$ cat config.mk
export PLATFORM = sky130hd
export DESIGN_NAME = ilbm_body_packbits_decoder_unit
export DESIGN_NICKNAME = d
export VERILOG_FILES = /design/src/hdl/ilbmpb_pkg.sv /design/src/hdl/ilbmpb_front.sv /design/src/hdl/ilbmpb_queue.sv /design/src/hdl/ilbmpb_back.sv /design/src/hdl/ilbm_body_packbits_decoder_unit.sv
export VERILOG_INCLUDE_DIRS = /design/src /design/src/hdl
export SDC_FILE = /design/constraint.sdc
export NUM_CORES = 1
export LEC_CHECK = 0
export ABC_AREA = 1
export BUFFER_PORTS_ARGS = -buffer_cell sky130_fd_sc_hd__buf_2
export CAP_MARGIN = 30
export CORE_AREA = 5 5 149 151
export DETAILED_ROUTE_END_ITERATION = 12
export DIE_AREA = 0 0 154 156
export SLEW_MARGIN = 20
export SYNTH_ARGS = -nofsm -noshare
export SYNTH_HDL_FRONTEND = slang
export SYNTH_SLANG_ARGS = --single-unit
export TNS_END_PERCENT = 50
$ cat constraint.sdc
create_clock -name clk -period 14.19 [get_ports clk]
set_clock_uncertainty 0.05 [all_clocks]
set_input_delay 3.5475 -clock clk [delete_from_list [all_inputs] [get_ports clk]]
set_output_delay 3.5475 -clock clk [all_outputs]
set_load 0.005 [all_outputs]
$ cat src/hdl/ilbm_body_packbits_decoder_unit_defines.svh
// ----------------------------------------------------------------------------
// ilbm_body_packbits_decoder_unit_defines
// Assertion macros shared by the decoder modules.
// ----------------------------------------------------------------------------
`ifndef ILBM_BODY_PACKBITS_DECODER_UNIT_DEFINES_SVH
`define ILBM_BODY_PACKBITS_DECODER_UNIT_DEFINES_SVH

// Check that cons holds in the same cycle as ante.
`define ILBMPB_ASSERT_NOW(label, clk, rst, ante, cons, msg) \
  label: assert property (@(posedge clk) disable iff (rst) (ante) |-> (cons)) \
    else $error(msg);

// Check that cons holds in the cycle after ante.
`define ILBMPB_ASSERT_NEXT(label, clk, rst, ante, cons, msg) \
  label: assert property (@(posedge clk) disable iff (rst) (ante) |=> (cons)) \
    else $error(msg);

`endif

$ cat src/hdl/ilbmpb_pkg.sv
// ----------------------------------------------------------------------------
// ilbmpb_pkg
// Constants, types and codes shared by the PackBits body decoder.
// ----------------------------------------------------------------------------
package ilbmpb_pkg;

  localparam int ROW_STRIDE  = 40;
  localparam int ROWS_MAX    = 256;
  localparam int PLANES_MAX  = 2;
  localparam int RUN_CAP     = 40;
  localparam int PLANE_SIZE  = ROW_STRIDE * ROWS_MAX;
  localparam int LEN_MAX     = (ROW_STRIDE < RUN_CAP) ? ROW_STRIDE : RUN_CAP;

  localparam int BYTE_W      = 8;
  localparam int ADDR_W      = 15;
  localparam int LEN_W       = 6;
  localparam int ROWS_W      = 9;
  localparam int PLANES_W    = 2;
  localparam int PLANE_W     = 1;
  localparam int COUNT_W     = 6;
  localparam int CFG_INDEX_W = 2;
  localparam int CFG_DATA_W  = 9;

  localparam int QUEUE_DEPTH = 2;
  localparam int QUEUE_PTR_W = 1;
  localparam int QUEUE_CNT_W = 2;

  typedef enum logic [1:0] {
    PH_CTRL = 2'd0,
    PH_LIT  = 2'd1,
    PH_REP  = 2'd2,
    PH_DONE = 2'd3
  } phase_t;

  typedef enum logic [CFG_INDEX_W-1:0] {
    REG_ROW_LENGTH  = 2'd0,
    REG_ROW_COUNT   = 2'd1,
    REG_PLANE_COUNT = 2'd2
  } reg_index_t;

  // One write burst: count words of the same value at consecutive addresses.
  typedef struct packed {
    logic [ADDR_W-1:0]  address;
    logic [BYTE_W-1:0]  value;
    logic [COUNT_W-1:0] count;
    logic               done;
  } cmd_t;

endpackage

$ cat src/hdl/ilbmpb_front.sv
// ----------------------------------------------------------------------------
// ilbmpb_front
// Takes body bytes, tracks the run and row state, and turns each data byte
// into a write burst for the back end.
// ----------------------------------------------------------------------------
`include "ilbm_body_packbits_decoder_unit_defines.svh"

module ilbmpb_front (
  input  logic                                clk,
  input  logic                                rst,
  input  logic                                in_valid,
  output logic                                in_ready,
  input  logic [ilbmpb_pkg::BYTE_W-1:0]       code_byte,
  input  logic                                frame_start,
  input  logic                                cfg_valid,
  input  logic [ilbmpb_pkg::CFG_INDEX_W-1:0]  cfg_index,
  input  logic [ilbmpb_pkg::CFG_DATA_W-1:0]   cfg_data,
  input  logic                                queue_full,
  output logic                                push,
  output ilbmpb_pkg::cmd_t                    cmd
);
  import ilbmpb_pkg::*;

  logic [LEN_W-1:0]    row_length;
  logic [ROWS_W-1:0]   row_count;
  logic [PLANES_W-1:0] plane_count;

  phase_t              phase, phase_next;
  logic [BYTE_W-1:0]   run_remaining, run_remaining_next;
  logic [LEN_W-1:0]    column_index, column_index_next;
  logic [ROWS_W-1:0]   row_index, row_index_next;
  logic [PLANE_W-1:0]  plane_index, plane_index_next;

  logic [LEN_W-1:0]    len;
  logic [ROWS_W-1:0]   rows;
  logic [PLANES_W-1:0] planes;

  phase_t              ph;
  logic [BYTE_W-1:0]   rr;
  logic [LEN_W-1:0]    col;
  logic [ROWS_W-1:0]   row;
  logic [PLANE_W-1:0]  pl;

  logic                take;
  logic                end_row;
  logic [LEN_W:0]      col_sum;
  logic [LEN_W-1:0]    room;
  logic [COUNT_W-1:0]  cnt;
  logic [PLANES_W-1:0] pl_sum;
  logic [ROWS_W:0]     row_sum;

  assign in_ready = !queue_full;
  assign take     = in_valid && in_ready;

  // Clamp the registers to their usable ranges.
  always_comb begin
    if (row_length == '0) begin
      len = LEN_W'(1);
    end else if (row_length > LEN_W'(LEN_MAX)) begin
      len = LEN_W'(LEN_MAX);
    end else begin
      len = row_length;
    end
    if (row_count == '0) begin
      rows = ROWS_W'(1);
    end else if (row_count > ROWS_W'(ROWS_MAX)) begin
      rows = ROWS_W'(ROWS_MAX);
    end else begin
      rows = row_count;
    end
    if (plane_count == '0) begin
      planes = PLANES_W'(1);
    end else if (plane_count > PLANES_W'(PLANES_MAX)) begin
      planes = PLANES_W'(PLANES_MAX);
    end else begin
      planes = plane_count;
    end
  end

  always_comb begin
    // frame_start restarts everything before the byte is looked at
    ph  = frame_start ? PH_CTRL : phase;
    rr  = frame_start ? '0 : run_remaining;
    col = frame_start ? '0 : column_index;
    row = frame_start ? '0 : row_index;
    pl  = frame_start ? '0 : plane_index;

    phase_next         = ph;
    run_remaining_next = rr;
    column_index_next  = col;
    row_index_next     = row;
    plane_index_next   = pl;

    end_row = 1'b0;
    push    = 1'b0;
    col_sum = '0;
    room    = '0;
    cnt     = '0;
    pl_sum  = '0;
    row_sum = '0;

    cmd.address = ADDR_W'(ADDR_W'(pl) * ADDR_W'(PLANE_SIZE)
                          + ADDR_W'(row) * ADDR_W'(ROW_STRIDE)
                          + ADDR_W'(col));
    cmd.value   = code_byte;
    cmd.count   = COUNT_W'(1);
    cmd.done    = 1'b0;

    case (ph)
      PH_CTRL: begin
        if (!code_byte[BYTE_W-1]) begin
          phase_next         = PH_LIT;
          run_remaining_next = code_byte + BYTE_W'(1);
        end else begin
          phase_next         = PH_REP;
          run_remaining_next = BYTE_W'(9'd257 - {1'b0, code_byte});
        end
      end
      PH_LIT: begin
        push               = 1'b1;
        col_sum            = {1'b0, col} + (LEN_W+1)'(1);
        run_remaining_next = rr - BYTE_W'(1);
        if (col_sum >= {1'b0, len}) begin
          run_remaining_next = '0;
          end_row            = 1'b1;
        end else begin
          column_index_next = col_sum[LEN_W-1:0];
          if (run_remaining_next == '0) begin
            phase_next = PH_CTRL;
          end
        end
      end
      PH_REP: begin
        push = 1'b1;
        room = (len > col) ? (len - col) : LEN_W'(1);
        if (rr > BYTE_W'(room)) begin
          cnt = room;
        end else if (rr == '0) begin
          cnt = COUNT_W'(1);
        end else begin
          cnt = rr[COUNT_W-1:0];
        end
        cmd.count          = cnt;
        col_sum            = {1'b0, col} + (LEN_W+1)'(cnt);
        run_remaining_next = '0;
        if (col_sum >= {1'b0, len}) begin
          end_row = 1'b1;
        end else begin
          column_index_next = col_sum[LEN_W-1:0];
          phase_next        = PH_CTRL;
        end
      end
      default: begin
        // image complete: drop the byte
      end
    endcase

    if (end_row) begin
      column_index_next = '0;
      pl_sum            = PLANES_W'(pl) + PLANES_W'(1);
      phase_next        = PH_CTRL;
      if (pl_sum >= planes) begin
        plane_index_next = '0;
        row_sum          = {1'b0, row} + (ROWS_W+1)'(1);
        row_index_next   = row_sum[ROWS_W-1:0];
        if (row_sum >= {1'b0, rows}) begin
          phase_next = PH_DONE;
          cmd.done   = 1'b1;
        end
      end else begin
        plane_index_next = pl_sum[PLANE_W-1:0];
      end
    end

    push = push && take;
  end

  always_ff @(posedge clk) begin
    if (rst) begin
      row_length    <= LEN_W'(40);
      row_count     <= ROWS_W'(256);
      plane_count   <= PLANES_W'(2);
      phase         <= PH_CTRL;
      run_remaining <= '0;
      column_index  <= '0;
      row_index     <= '0;
      plane_index   <= '0;
    end else begin
      if (cfg_valid) begin
        case (cfg_index)
          REG_ROW_LENGTH:  row_length  <= cfg_data[LEN_W-1:0];
          REG_ROW_COUNT:   row_count   <= cfg_data[ROWS_W-1:0];
          REG_PLANE_COUNT: plane_count <= cfg_data[PLANES_W-1:0];
          default: begin
            // unknown index: drop the write
          end
        endcase
      end
      if (take) begin
        phase         <= phase_next;
        run_remaining <= run_remaining_next;
        column_index  <= column_index_next;
        row_index     <= row_index_next;
        plane_index   <= plane_index_next;
      end
    end
  end

  `ILBMPB_ASSERT_NOW(a_burst_in_row, clk, rst, push, (cmd.count != '0) && (cmd.count <= len), "burst length outside the row")

endmodule

$ cat src/hdl/ilbmpb_queue.sv
// ----------------------------------------------------------------------------
// ilbmpb_queue
// Short burst queue between the front and back ends.
// ----------------------------------------------------------------------------
`include "ilbm_body_packbits_decoder_unit_defines.svh"

module ilbmpb_queue (
  input  logic             clk,
  input  logic             rst,
  input  logic             push,
  input  ilbmpb_pkg::cmd_t push_cmd,
  output logic             full,
  input  logic             pop,
  output logic             head_valid,
  output ilbmpb_pkg::cmd_t head_cmd
);
  import ilbmpb_pkg::*;

  cmd_t                   entries [QUEUE_DEPTH];
  logic [QUEUE_PTR_W-1:0] wr_ptr;
  logic [QUEUE_PTR_W-1:0] rd_ptr;
  logic [QUEUE_CNT_W-1:0] fill, fill_next;

  assign full       = (fill == QUEUE_CNT_W'(QUEUE_DEPTH));
  assign head_valid = (fill != '0);
  assign head_cmd   = entries[rd_ptr];

  always_comb begin
    fill_next = fill;
    if (push && !pop) begin
      fill_next = fill + QUEUE_CNT_W'(1);
    end else if (pop && !push) begin
      fill_next = fill - QUEUE_CNT_W'(1);
    end
  end

  always_ff @(posedge clk) begin
    if (rst) begin
      wr_ptr <= '0;
      rd_ptr <= '0;
      fill   <= '0;
    end else begin
      fill <= fill_next;
      if (push) begin
        wr_ptr <= wr_ptr + QUEUE_PTR_W'(1);
      end
      if (pop) begin
        rd_ptr <= rd_ptr + QUEUE_PTR_W'(1);
      end
    end
  end

  always_ff @(posedge clk) begin
    if (push) begin
      entries[wr_ptr] <= push_cmd;
    end
  end

  `ILBMPB_ASSERT_NOW(a_no_overflow, clk, rst, push, !full || pop, "burst pushed into a full queue")
  `ILBMPB_ASSERT_NOW(a_no_underflow, clk, rst, pop, head_valid, "burst popped from an empty queue")
  `ILBMPB_ASSERT_NEXT(a_fill_tracks, clk, rst, push && !pop, fill == $past(fill) + QUEUE_CNT_W'(1), "fill count lost a push")

endmodule

$ cat src/hdl/ilbmpb_back.sv
// ----------------------------------------------------------------------------
// ilbmpb_back
// Expands each write burst into one output word per decoded byte.
// ----------------------------------------------------------------------------
`include "ilbm_body_packbits_decoder_unit_defines.svh"

module ilbmpb_back (
  input  logic                          clk,
  input  logic                          rst,
  input  logic                          head_valid,
  input  ilbmpb_pkg::cmd_t              head_cmd,
  output logic                          pop,
  output logic                          out_valid,
  input  logic                          out_ready,
  output logic [ilbmpb_pkg::ADDR_W-1:0] byte_address,
  output logic [ilbmpb_pkg::BYTE_W-1:0] byte_value,
  output logic                          run_last,
  output logic                          image_done
);
  import ilbmpb_pkg::*;

  logic               busy;
  logic [COUNT_W-1:0] remaining;
  logic [ADDR_W-1:0]  address;
  logic [BYTE_W-1:0]  value;
  logic               done;
  logic               fire;
  logic               last;

  assign fire = busy && out_ready;
  assign last = (remaining == COUNT_W'(1));
  // take the next burst as soon as the current one hands off its last word
  assign pop  = head_valid && (!busy || (fire && last));

  assign out_valid    = busy;
  assign byte_address = address;
  assign byte_value   = value;
  assign run_last     = last;
  assign image_done   = done && last;

  always_ff @(posedge clk) begin
    if (rst) begin
      busy      <= 1'b0;
      remaining <= '0;
    end else if (pop) begin
      busy      <= 1'b1;
      remaining <= head_cmd.count;
    end else if (fire) begin
      if (last) begin
        busy <= 1'b0;
      end
      remaining <= remaining - COUNT_W'(1);
    end
  end

  always_ff @(posedge clk) begin
    if (pop) begin
      address <= head_cmd.address;
      value   <= head_cmd.value;
      done    <= head_cmd.done;
    end else if (fire) begin
      address <= address + ADDR_W'(1);
    end
  end

  `ILBMPB_ASSERT_NOW(a_busy_has_words, clk, rst, busy, remaining != '0, "active burst with no words left")
  `ILBMPB_ASSERT_NEXT(a_drain_idle, clk, rst, fire && last && !head_valid, !busy, "output still valid after last word")

endmodule

$ cat src/hdl/ilbm_body_packbits_decoder_unit.sv
// ----------------------------------------------------------------------------
// ilbm_body_packbits_decoder_unit
// PackBits body decoder for interleaved planar images.
// ----------------------------------------------------------------------------
// Takes one compressed body byte per cycle while the burst queue has room and
// writes decoded bytes with their planar buffer address (plane * 10240 + row *
// 40 + column). Control bytes give no output and each literal byte gives one
// output word; a repeat value byte turns into a burst of 1 to 40 output words,
// one per cycle while out_ready is high, produced by the back end while the
// front end keeps taking bytes until its two-entry burst queue is full. A data
// byte passes through the burst queue and the back-end registers before its
// first word appears. Input and output overlap, so over a stretch the busier
// side sets the pace, and the front end stalls once two bursts wait behind it.
// Rows are clipped to row_length; bytes after the final row are dropped until
// frame_start. The configuration port is always ready and is meant to be
// written only while the decoder is idle.
// ----------------------------------------------------------------------------
module ilbm_body_packbits_decoder_unit (
  input  logic                               clk,
  input  logic                               rst,
  input  logic                               in_valid,
  output logic                               in_ready,
  input  logic [ilbmpb_pkg::BYTE_W-1:0]      code_byte,
  input  logic                               frame_start,
  output logic                               out_valid,
  input  logic                               out_ready,
  output logic [ilbmpb_pkg::ADDR_W-1:0]      byte_address,
  output logic [ilbmpb_pkg::BYTE_W-1:0]      byte_value,
  output logic                               run_last,
  output logic                               image_done,
  input  logic                               cfg_valid,
  output logic                               cfg_ready,
  input  logic [ilbmpb_pkg::CFG_INDEX_W-1:0] cfg_index,
  input  logic [ilbmpb_pkg::CFG_DATA_W-1:0]  cfg_data
);
  import ilbmpb_pkg::*;

  logic push;
  logic pop;
  logic queue_full;
  logic head_valid;
  cmd_t push_cmd;
  cmd_t head_cmd;

  assign cfg_ready = 1'b1;

  ilbmpb_front u_front (
    .clk         (clk),
    .rst         (rst),
    .in_valid    (in_valid),
    .in_ready    (in_ready),
    .code_byte   (code_byte),
    .frame_start (frame_start),
    .cfg_valid   (cfg_valid),
    .cfg_index   (cfg_index),
    .cfg_data    (cfg_data),
    .queue_full  (queue_full),
    .push        (push),
    .cmd         (push_cmd)
  );

  ilbmpb_queue u_queue (
    .clk        (clk),
    .rst        (rst),
    .push       (push),
    .push_cmd   (push_cmd),
    .full       (queue_full),
    .pop        (pop),
    .head_valid (head_valid),
    .head_cmd   (head_cmd)
  );

  ilbmpb_back u_back (
    .clk          (clk),
    .rst          (rst),
    .head_valid   (head_valid),
    .head_cmd     (head_cmd),
    .pop          (pop),
    .out_valid    (out_valid),
    .out_ready    (out_ready),
    .byte_address (byte_address),
    .byte_value   (byte_value),
    .run_last     (run_last),
    .image_done   (image_done)
  );

endmodule

==> flow_summary.yaml, run 1 <==
setup_path:
  reg2reg_to: "u_front.row_index[1]$_SDFFE_PP0P_"
  r2r_cells: 40
  crit_path_start: "frame_start"
  path_max_fanout: 17
  start_kind: "input port"
  worstPathArrival_ns: 9.56
  worst-path-buf-inv: 6
  crit_family: "simple AND/OR/NAND/NOR gates"
  path_class: "in2reg"
  cpPeakStageDelay_ns: 0.50
  reg2reg_from: "u_front.row_length[0]$_SDFFE_PP0P_"
  crit_path_frequent_cell: "nand2_1"
  required_ns: 14.48
  ff2ff_setup_slack_ns: 7.87
  cp_slowest_cell: "nor2_1"
  critPathCaptureType: "register"
min_path:
  min_from: "u_queue.rd_ptr$_SDFFE_PP0P_"
  holdPathStages: 1
  min_to: "u_queue.rd_ptr$_SDFFE_PP0P_"
  hold_path_class: "reg2reg"
yosys:
  yosysTopAreaCellShare_pct: 27.6
  ys_seq_area_share_pct: 39.4
  synthCells: 1147
  synth_cell_types: 58
  synth_top_cell_by_area: "edfxtp_1"
  syn_avg_cell_area_um2: 7.98
  ys_seq_elements: 138
  synth_warnings: 0
  synth_nets: 1251
  synthTopCellsByArea: "edfxtp_1 28%, dfxtp_1 12%, nand2_1 12%, ha_1 10%, inv_1 5.6%"
  synth_area_um2: 9150
cells_and_area:
  drive_gt1_share_pct: 11.8
  layout_commonest_cell: "nand2_1"
  area_delta_synth_final_pct: 11.7
  num_antenna_cells: 0
  most-common-layout-cells: "281 x nand2_1, 137 x inv_1, 85 x nor2_1, 84 x a21oi_1, 84 x edfxtp_1"
  num-nets-final: 1292
cts:
  hold_buffers: 0
  htree_levels: 4
  cts_tree: "done"
  clock_sinks: 138
  cts_buffer_depth: 2
  cts_repair_resize_count: 0
  cts_buffers: 17
  clk_latency_ns: 0.42
  post_cts_buffers: 0
  root_buffer: "clkbuf_16"
  clk_pin_slew_ns: 0.06
outcome:
  status: "finished clean"
sta:
  fin_crit_ns: 9.28
  max_freq_ghz: 0.108
  fin_crit_sh_pct: 65.4
  relSlewSlack_pct: 34.9
  slew_viol_final: 0
  finalHoldViolCount: 0
  rsz0062_at_grt: "no"
  worst_slew_pin_slew_ns: 0.977
  setup_tns_ns: 0
  fin_ws_ns: 4.91
  setup_viol: 0
global_routing:
  grt_pass1_vias: 6909
  grt_max_degree: 33
  grt_use_total_pct: 17.3
  grt_pass1_wl_um: 33900
  antenna_found_initial: 0
  grt.overflow.total: 0
placed_design:
  place_hpwl_um: 15200
  port_buffers: 51
  detailedPlace.worstSlack_ns: 4.58
  place_congestion: 0.884
pwr:
  vdd_drop_max_uv: 91.1
  p_leak_nw: 4.74
  p_total_mw: 1.46
  cellPowerDensity_nw_per_um2: 143
route:
  wl_um: 20600
  num_vias: 7483
  avgViaCountPerCell: 5.07
  wl_per_cell_um: 14.0
  drt_iter0_drc: 417
  drtPass1Iterations: 5
  drc: 0
  detail-route-antenna-nets: 0
floorplanning:
  die_y_um: 156
  dieArea_um2: 24000
  core-area_um2: 20700
  rows: 53
  boundaryPins: 53
  die_w_um: 154
  start_util_pct: 44.2
flow_run:
  maxCapViolCount: 0
==> worst max-delay path by stage <==
stage                                              endpoint  slack (ns)  depth (start not counted)
after CTS                 u_front.row_index[1]$_SDFFE_PP0P_        4.98                         38
after detailed placement  u_front.row_index[8]$_SDFFE_PP0P_        4.58                         38
after global placement    u_front.row_index[3]$_SDFFE_PP0P_        4.70                         38
after floorplan           u_front.row_index[5]$_SDFFE_PP0P_        5.42                         39
after global routing      u_front.row_index[8]$_SDFFE_PP0P_        4.29                         38
final                     u_front.row_index[1]$_SDFFE_PP0P_        4.91                         38
==> layout make-up <==
type	instances	area, um2
multi-input combinational	830	4830
timing repair buffer	58	343
sequential	138	3600
fill	2031	10500
inverter	143	539
clock inverter	13	121
clock buffer	19	443
tap	275	344
==> sequential cells by signal, summed over array words and instances (netlist names), 6 cells and up, named ones only <==
register               count
u_front.row_index          9
u_front.column_index       6
u_back.byte_address       15
u_front.row_length         6
u_back.remaining           6
u_front.row_count          9
u_front.run_remaining      8
u_back.byte_value          8
u_queue.entries           60
==> cell usage after synthesis, drive strengths merged <==
cell type,number
o21ai,77
a211oi,1
a31o,1
nor2,93
o21bai,4
inv,143
a221oi,1
nand4,15
nand2,291
ha,75
o211ai,18
a31oi,13
nor4,1
or2,12
nor3,13
fa,4
mux2i,1
dfxtp,54
nand3b,3
buf,14
and3,2
o31ai,4
o2bb2ai,1
edfxtp,84
a21boi,2
a21oi,88
xor2,29
clkbuf,22
conb,1
xnor2,11
a32oi,1
nand3,62
a21o,6
==> layer usage <==
metal	global-route usage, %	vias to the layer above	share of wire, %
li1	-	3909	-
met3	2.86	23	5.2
met2	27.6	157	45
met1	24.2	3394	49
met5	0	-	0
met4	5.47	0	1.4
==> power by group <==
| group | switching [mW] | total (mW) | internal [mW] |
|---|---|---|---|
| Clock | 0.178 | 0.425 | 0.247 |
| Combinational | 0.298 | 0.478 | 0.180 |
| Sequential | 0.0424 | 0.560 | 0.517 |
==> cells by family (layout without fill, tap and decap cells) <==
family | count (synthesis) | after routing | synth area share, %
compound gates | 217 | 217 | 13.5
simple gates | 492 | 492 | 23.9
other cells | 1 | 1 | 0.0410
mux | 1 | 1 | 0.109
fa+ha+maj | 79 | 79 | 11.1
flops | 138 | 138 | 39.4
buf+inv | 179 | 233 | 7.97
xor+xnor | 40 | 40 | 3.99
==> per-stage QoR <==
stage	util, %	hold slack, ns	cell area (um2)	cells
floorplan	-	0.376	9150	1147
global placement	46.4	0.386	9600	1441
detailed placement	46.6	0.398	9650	1443
CTS	49.3	0.405	10200	1475
global route	49.4	0.429	10200	1476
finish	49.4	0.413	10200	1476
Note: power is estimated with default switching activity, not from simulation.
==> inputs of run 2 (changes only) <==
- clock period: 14.19 -> 7.6 ns (I/O delays scaled with it)
==> run 2 against run 1 <==
Net effect: total power is 90% higher; sequential share of layout area is 0.34 points lower; worst setup slack worse by 4.3 ns; flip-flop and latch count stayed put; combinational power is 87% higher; clock power is 99% higher; global-route usage hardly changed; utilization is 0.48 points higher; via count hardly changed; first-iteration DRC count is 13% higher; count of clock-buffer cells in the layout is 1 lower; non-clock buffer count is 9 higher; critical endpoint is now u_front.row_index[8]$_SDFFE_PP0P_.
==> flow_summary.yaml, run 2 (synthesized netlist as in run 1, its figures left out) <==
cts:
  post_cts_buffers: 0
  hold_buffers: 0
  root_buffer: "clkbuf_16"
  clk_latency_ns: 0.43
  htree_levels: 4
  cts_buffers: 17
  cts_tree: "done"
  clk_pin_slew_ns: 0.06
  clock_sinks: 138
  cts_buffer_depth: 2
  cts_repair_resize_count: 0
cells_and_area:
  num-nets-final: 1301
  most-common-layout-cells: "281 x nand2_1, 137 x inv_1, 85 x nor2_1, 84 x a21oi_1, 84 x edfxtp_1"
  stdcell_count: 1485
  num_antenna_cells: 0
  largest_register: "u_queue.entries"
  area_delta_synth_final_pct: 12.8
  drive_gt1_share_pct: 12.4
  finish.instance_area_um2: 10300
  nFillCells: 2026
  layout_commonest_cell: "nand2_1"
  largest_reg_flops: 60
sta:
  finalHoldViolCount: 0
  rsz0062_at_grt: "no"
  slew_viol_final: 0
  fin_ws_ns: 0.662
  max_freq_ghz: 0.144
  fin_crit_sh_pct: 91.3
  setup_tns_ns: 0
  relSlewSlack_pct: 42.1
  worst_slew_pin_slew_ns: 0.868
  fin_crit_ns: 6.94
  setup_viol: 0
floorplanning:
  boundaryPins: 53
  die_w_um: 154
  core-area_um2: 20700
  start_util_pct: 44.2
  dieArea_um2: 24000
  rows: 53
  die_y_um: 156
setup_path:
  crit_path_frequent_cell: "nand2_1"
  cp_slowest_cell: "fa_1"
  start_kind: "input port"
  required_ns: 7.90
  path_class: "in2reg"
  cpPeakStageDelay_ns: 0.41
  critPathCaptureType: "register"
  worstPathArrival_ns: 7.24
  path_max_fanout: 17
pwr:
  cellPowerDensity_nw_per_um2: 270
  vdd_drop_max_uv: 158
  p_leak_nw: 4.81
  p_total_mw: 2.78
route:
  topRoutingLayerUsed: "met4"
  wl_met2_um: 9280
  wl_um: 20700
  avgViaCountPerCell: 5.03
  num_vias: 7476
  drt_iter0_drc: 473
  drtPass1Iterations: 5
  drc: 0
  dr_wl_met3_um: 990
  wl_per_cell_um: 13.9
  detail-route-antenna-nets: 0
  drt-met1-wl_um: 10100
global_routing:
  grt_pass1_vias: 6905
  grt_pass1_wl_um: 33800
  antenna_found_initial: 0
  grt.overflow.total: 0
  grt_max_degree: 36
  grt_use_total_pct: 17.3
placed_design:
  port_buffers: 51
  dp_cells: 1452
  place_congestion: 0.871
  placed_cell_area_um2: 9700
  place_hpwl_um: 15200
  detailedPlace.worstSlack_ns: 0.285
flow_run:
  maxCapViolCount: 0
outcome:
  status: "finished clean"
min_path:
  hold_path_class: "reg2reg"
run 2: changes by cell type in the layout (fill, tap and decap cells not counted), sizes merged:
cell      previous run  this run
clkinvlp             5         3
clkinv               4         5
clkbuf              19        18
bufinv               1         3
buf                 58        67
run 2: worst paths after layout:
| path | end | slack [ns] | startpoint | cells after the start |
|---|---|---|---|---|
| hold reg to reg | register | 0.41 | u_queue.rd_ptr$_SDFFE_PP0P_ | 1 |
| setup / recovery | u_front.row_index[8]$_SDFFE_PP0P_ | 0.66 | frame_start | 37 |
| setup reg to reg | u_front.row_index[8]$_SDFFE_PP0P_ | 1.55 | u_front.row_length[0]$_SDFFE_PP0P_ | 40 |
| hold / removal | register | 0.41 | u_queue.rd_ptr$_SDFFE_PP0P_ | 1 |
run 2: layer usage:
| layer | GRT usage [%] | vias up |
|---|---|---|
| li1 | - | 3930 |
| met1 | 24.2 | 3372 |
| met2 | 27.8 | 152 |
| met3 | 2.58 | 22 |
| met4 | 5.38 | 0 |
| met5 | 0 | - |
run 2: layout make-up:
type | count | area [um2] | area share, %
well taps | 275 | 344 | 3.33
clock buffers | 18 | 429 | 4.16
flip-flops and latches | 138 | 3600 | 34.9
clock inverters | 14 | 170 | 1.65
multi-input cells | 830 | 4830 | 46.8
repair buffers | 67 | 408 | 3.95
inverters | 143 | 539 | 5.22
run 2: critical path: cells and delay by family:
family / cells / cell delay (ns)
compound gates: 9 / 1.37
xor+xnor: 1 / 0.21
fa+ha+maj: 5 / 1.51
buf+inv: 5 / 0.48
simple gates: 17 / 1.76
run 2: power by group:
group	internal [mW]	switching, mW
sequential	0.966	0.0794
clock	0.517	0.327
combinational	0.337	0.556
run 2: per-stage QoR:
step,utilization [%],hold slack (ns)
5_1_grt,49.9,0.427
3_5_place_dp,46.9,0.395
4_1_cts,49.8,0.403
3_3_place_gp,46.8,0.390
2_1_floorplan,-,0.376
6_report,49.9,0.405
==> inputs of run 3 (changes only) <==
- CORE_AREA: 5 5 149 151 -> 5 5 191 119
- DIE_AREA: 0 0 154 156 -> 0 0 196 124
==> run 3 against run 2 <==
Net effect: worst setup slack worse by 0.21 ns; via count up 2.4%; critical endpoint is now u_front.row_index[3]$_SDFFE_PP0P_; wire length is 10% higher; register-to-register slack lost 0.16 ns; first-iteration DRC count up 26%; clock power is 1% lower; flip-flop and latch count unchanged; largest cell class unchanged; non-clock buffer count up 1; cell area down 0.15%.
==> flow_summary.yaml, run 3 (synthesized netlist as in run 1, its figures left out) <==
setup_path:
  crit_end: "u_front.row_index[3]$_SDFFE_PP0P_"
  crit_family: "simple AND/OR/NAND/NOR gates"
  critPathCaptureType: "register"
  ff2ff_setup_slack_ns: 1.39
  worst-path-buf-inv: 6
  crit_path_start: "frame_start"
  cp_slowest_cell: "fa_1"
  r2r_cells: 41
  required_ns: 7.92
  cpPeakStageDelay_ns: 0.41
  reg2reg_from: "u_front.row_length[0]$_SDFFE_PP0P_"
  crit_path_frequent_cell: "nand2_1"
  path_max_fanout: 17
  cp_num_cells: 39
  start_kind: "input port"
  reg2reg_to: "u_front.row_index[3]$_SDFFE_PP0P_"
  worstPathArrival_ns: 7.46
  path_class: "in2reg"
cells_and_area:
  layout_commonest_cell: "nand2_1"
  num-nets-final: 1302
  num_antenna_cells: 0
  drive_gt1_share_pct: 12.7
  largest_register: "u_queue.entries"
  postLayoutCoreUtil_pct: 49.7
  largest_reg_flops: 60
  most-common-layout-cells: "280 x nand2_1, 137 x inv_1, 85 x nor2_1, 84 x a21oi_1, 84 x edfxtp_1"
  area_delta_synth_final_pct: 12.7
cts:
  clk_latency_ns: 0.43
  clk_pin_slew_ns: 0.07
  cts_buffer_depth: 2
  root_buffer: "clkbuf_16"
  htree_levels: 4
  clock_sinks: 138
  cts_tree: "done"
  cts_buffers: 17
floorplanning:
  rows: 41
  dieArea_um2: 24300
  boundaryPins: 53
  die_w_um: 196
  start_util_pct: 44.1
  die_y_um: 124
  core-area_um2: 20700
min_path:
  hold_path_class: "reg2reg"
route:
  wl_um: 22800
  num_vias: 7656
  drc: 0
  detail-route-antenna-nets: 0
  drt_iter0_drc: 595
  avgViaCountPerCell: 5.14
  drtPass1Iterations: 5
  wl_per_cell_um: 15.3
flow_run:
  maxCapViolCount: 0
global_routing:
  grt_pass1_vias: 7126
  use_met2_pct: 27.8
  top_usage_layer: "met1"
  grt_use_total_pct: 19.2
  grt.overflow.total: 0
  met1_usage_pct: 29.2
  grt_pass1_wl_um: 37100
  antenna_found_initial: 0
  use_met3_pct: 3.68
  grt_max_degree: 44
pwr:
  vdd_drop_max_uv: 197
  cellPowerDensity_nw_per_um2: 271
  p_leak_nw: 4.80
  p_total_mw: 2.79
sta:
  fin_crit_sh_pct: 94.0
  finalHoldViolCount: 0
  max_freq_ghz: 0.140
  worst_slew_pin_slew_ns: 0.896
  relSlewSlack_pct: 40.2
  rsz0062_at_grt: "no"
  slew_viol_final: 0
  fin_crit_ns: 7.15
  setup_viol: 0
placed_design:
  place_congestion: 0.886
  port_buffers: 51
  place_hpwl_um: 16800
outcome:
  status: "finished clean"
==> run 3: layer usage <==
layer	vias to the layer above	wire, um	part of all wire [%]
met5	-	0	0
met4	0	230	1.0
met3	22	1230	5.4
met2	179	9360	41
met1	3539	12000	53
li1	3916	-	-
==> run 3: per-stage QoR <==
stage	instances	hold WS [ns]	TNS [ns]	setup WS (ns)	instance area (um2)
after floorplan	1147	0.376	0	0.478	9150
after detailed placement	1457	0.395	-0.0128	-0.00826	9720
after global routing	1490	0.420	0	0.0339	10300
after CTS	1489	0.410	0	0.423	10300
after global placement	1456	0.388	0	0.197	9690
final	1490	0.416	0	0.455	10300
==> run 3: worst min path at each step <==
stage / slack (ns) / to / start / cells after the start
floorplan: 0.38 / register / u_queue.rd_ptr$_SDFFE_PP0P_ / 1
global placement: 0.39 / u_queue.rd_ptr$_SDFFE_PP0P_ / u_queue.rd_ptr$_SDFFE_PP0P_ / 1
detailed placement: 0.40 / register / u_queue.rd_ptr$_SDFFE_PP0P_ / 1
CTS: 0.41 / u_queue.rd_ptr$_SDFFE_PP0P_ / u_queue.rd_ptr$_SDFFE_PP0P_ / 1
global route: 0.42 / u_queue.rd_ptr$_SDFFE_PP0P_ / u_queue.rd_ptr$_SDFFE_PP0P_ / 1
finish: 0.42 / u_queue.rd_ptr$_SDFFE_PP0P_ / u_queue.rd_ptr$_SDFFE_PP0P_ / 1
==> run 3: final cells by class <==
type	count	area [um2]
flip-flops and latches	138	3600
clock buffers	18	429
repair buffers	68	403
well taps	279	349
fillers	2014	10400
multi-input cells	830	4840
clock inverters	14	148
inverters	143	539
==> run 3: power breakdown <==
part	internal (mW)	total, mW	switching (mW)	leakage [nW]
Combinational	0.330	0.907	0.577	3.31
Sequential	0.966	1.05	0.0857	1.22
Clock	0.485	0.832	0.348	0.274
Total	1.78	2.79	1.01	4.80
==> run 3: timing repair <==
item                       4_1_cts  5_1_grt
buffers inserted                 0        1
setup endpoints to repair        0       16
gates resized for setup          0        2
hold buffers                     0        0
==> run 3: worst register-to-register path, delay by kind of cell (launching register included) <==
kind                     cells  cell delay (ns)
XOR/XNOR                     1             0.20
AND/OR/NAND/NOR             18             1.82
AO/OA/AOI/OAI               11             1.63
flip-flops                   1             0.38
adder cells (fa/ha/maj)      6             1.72
buffers and inverters        5             0.32
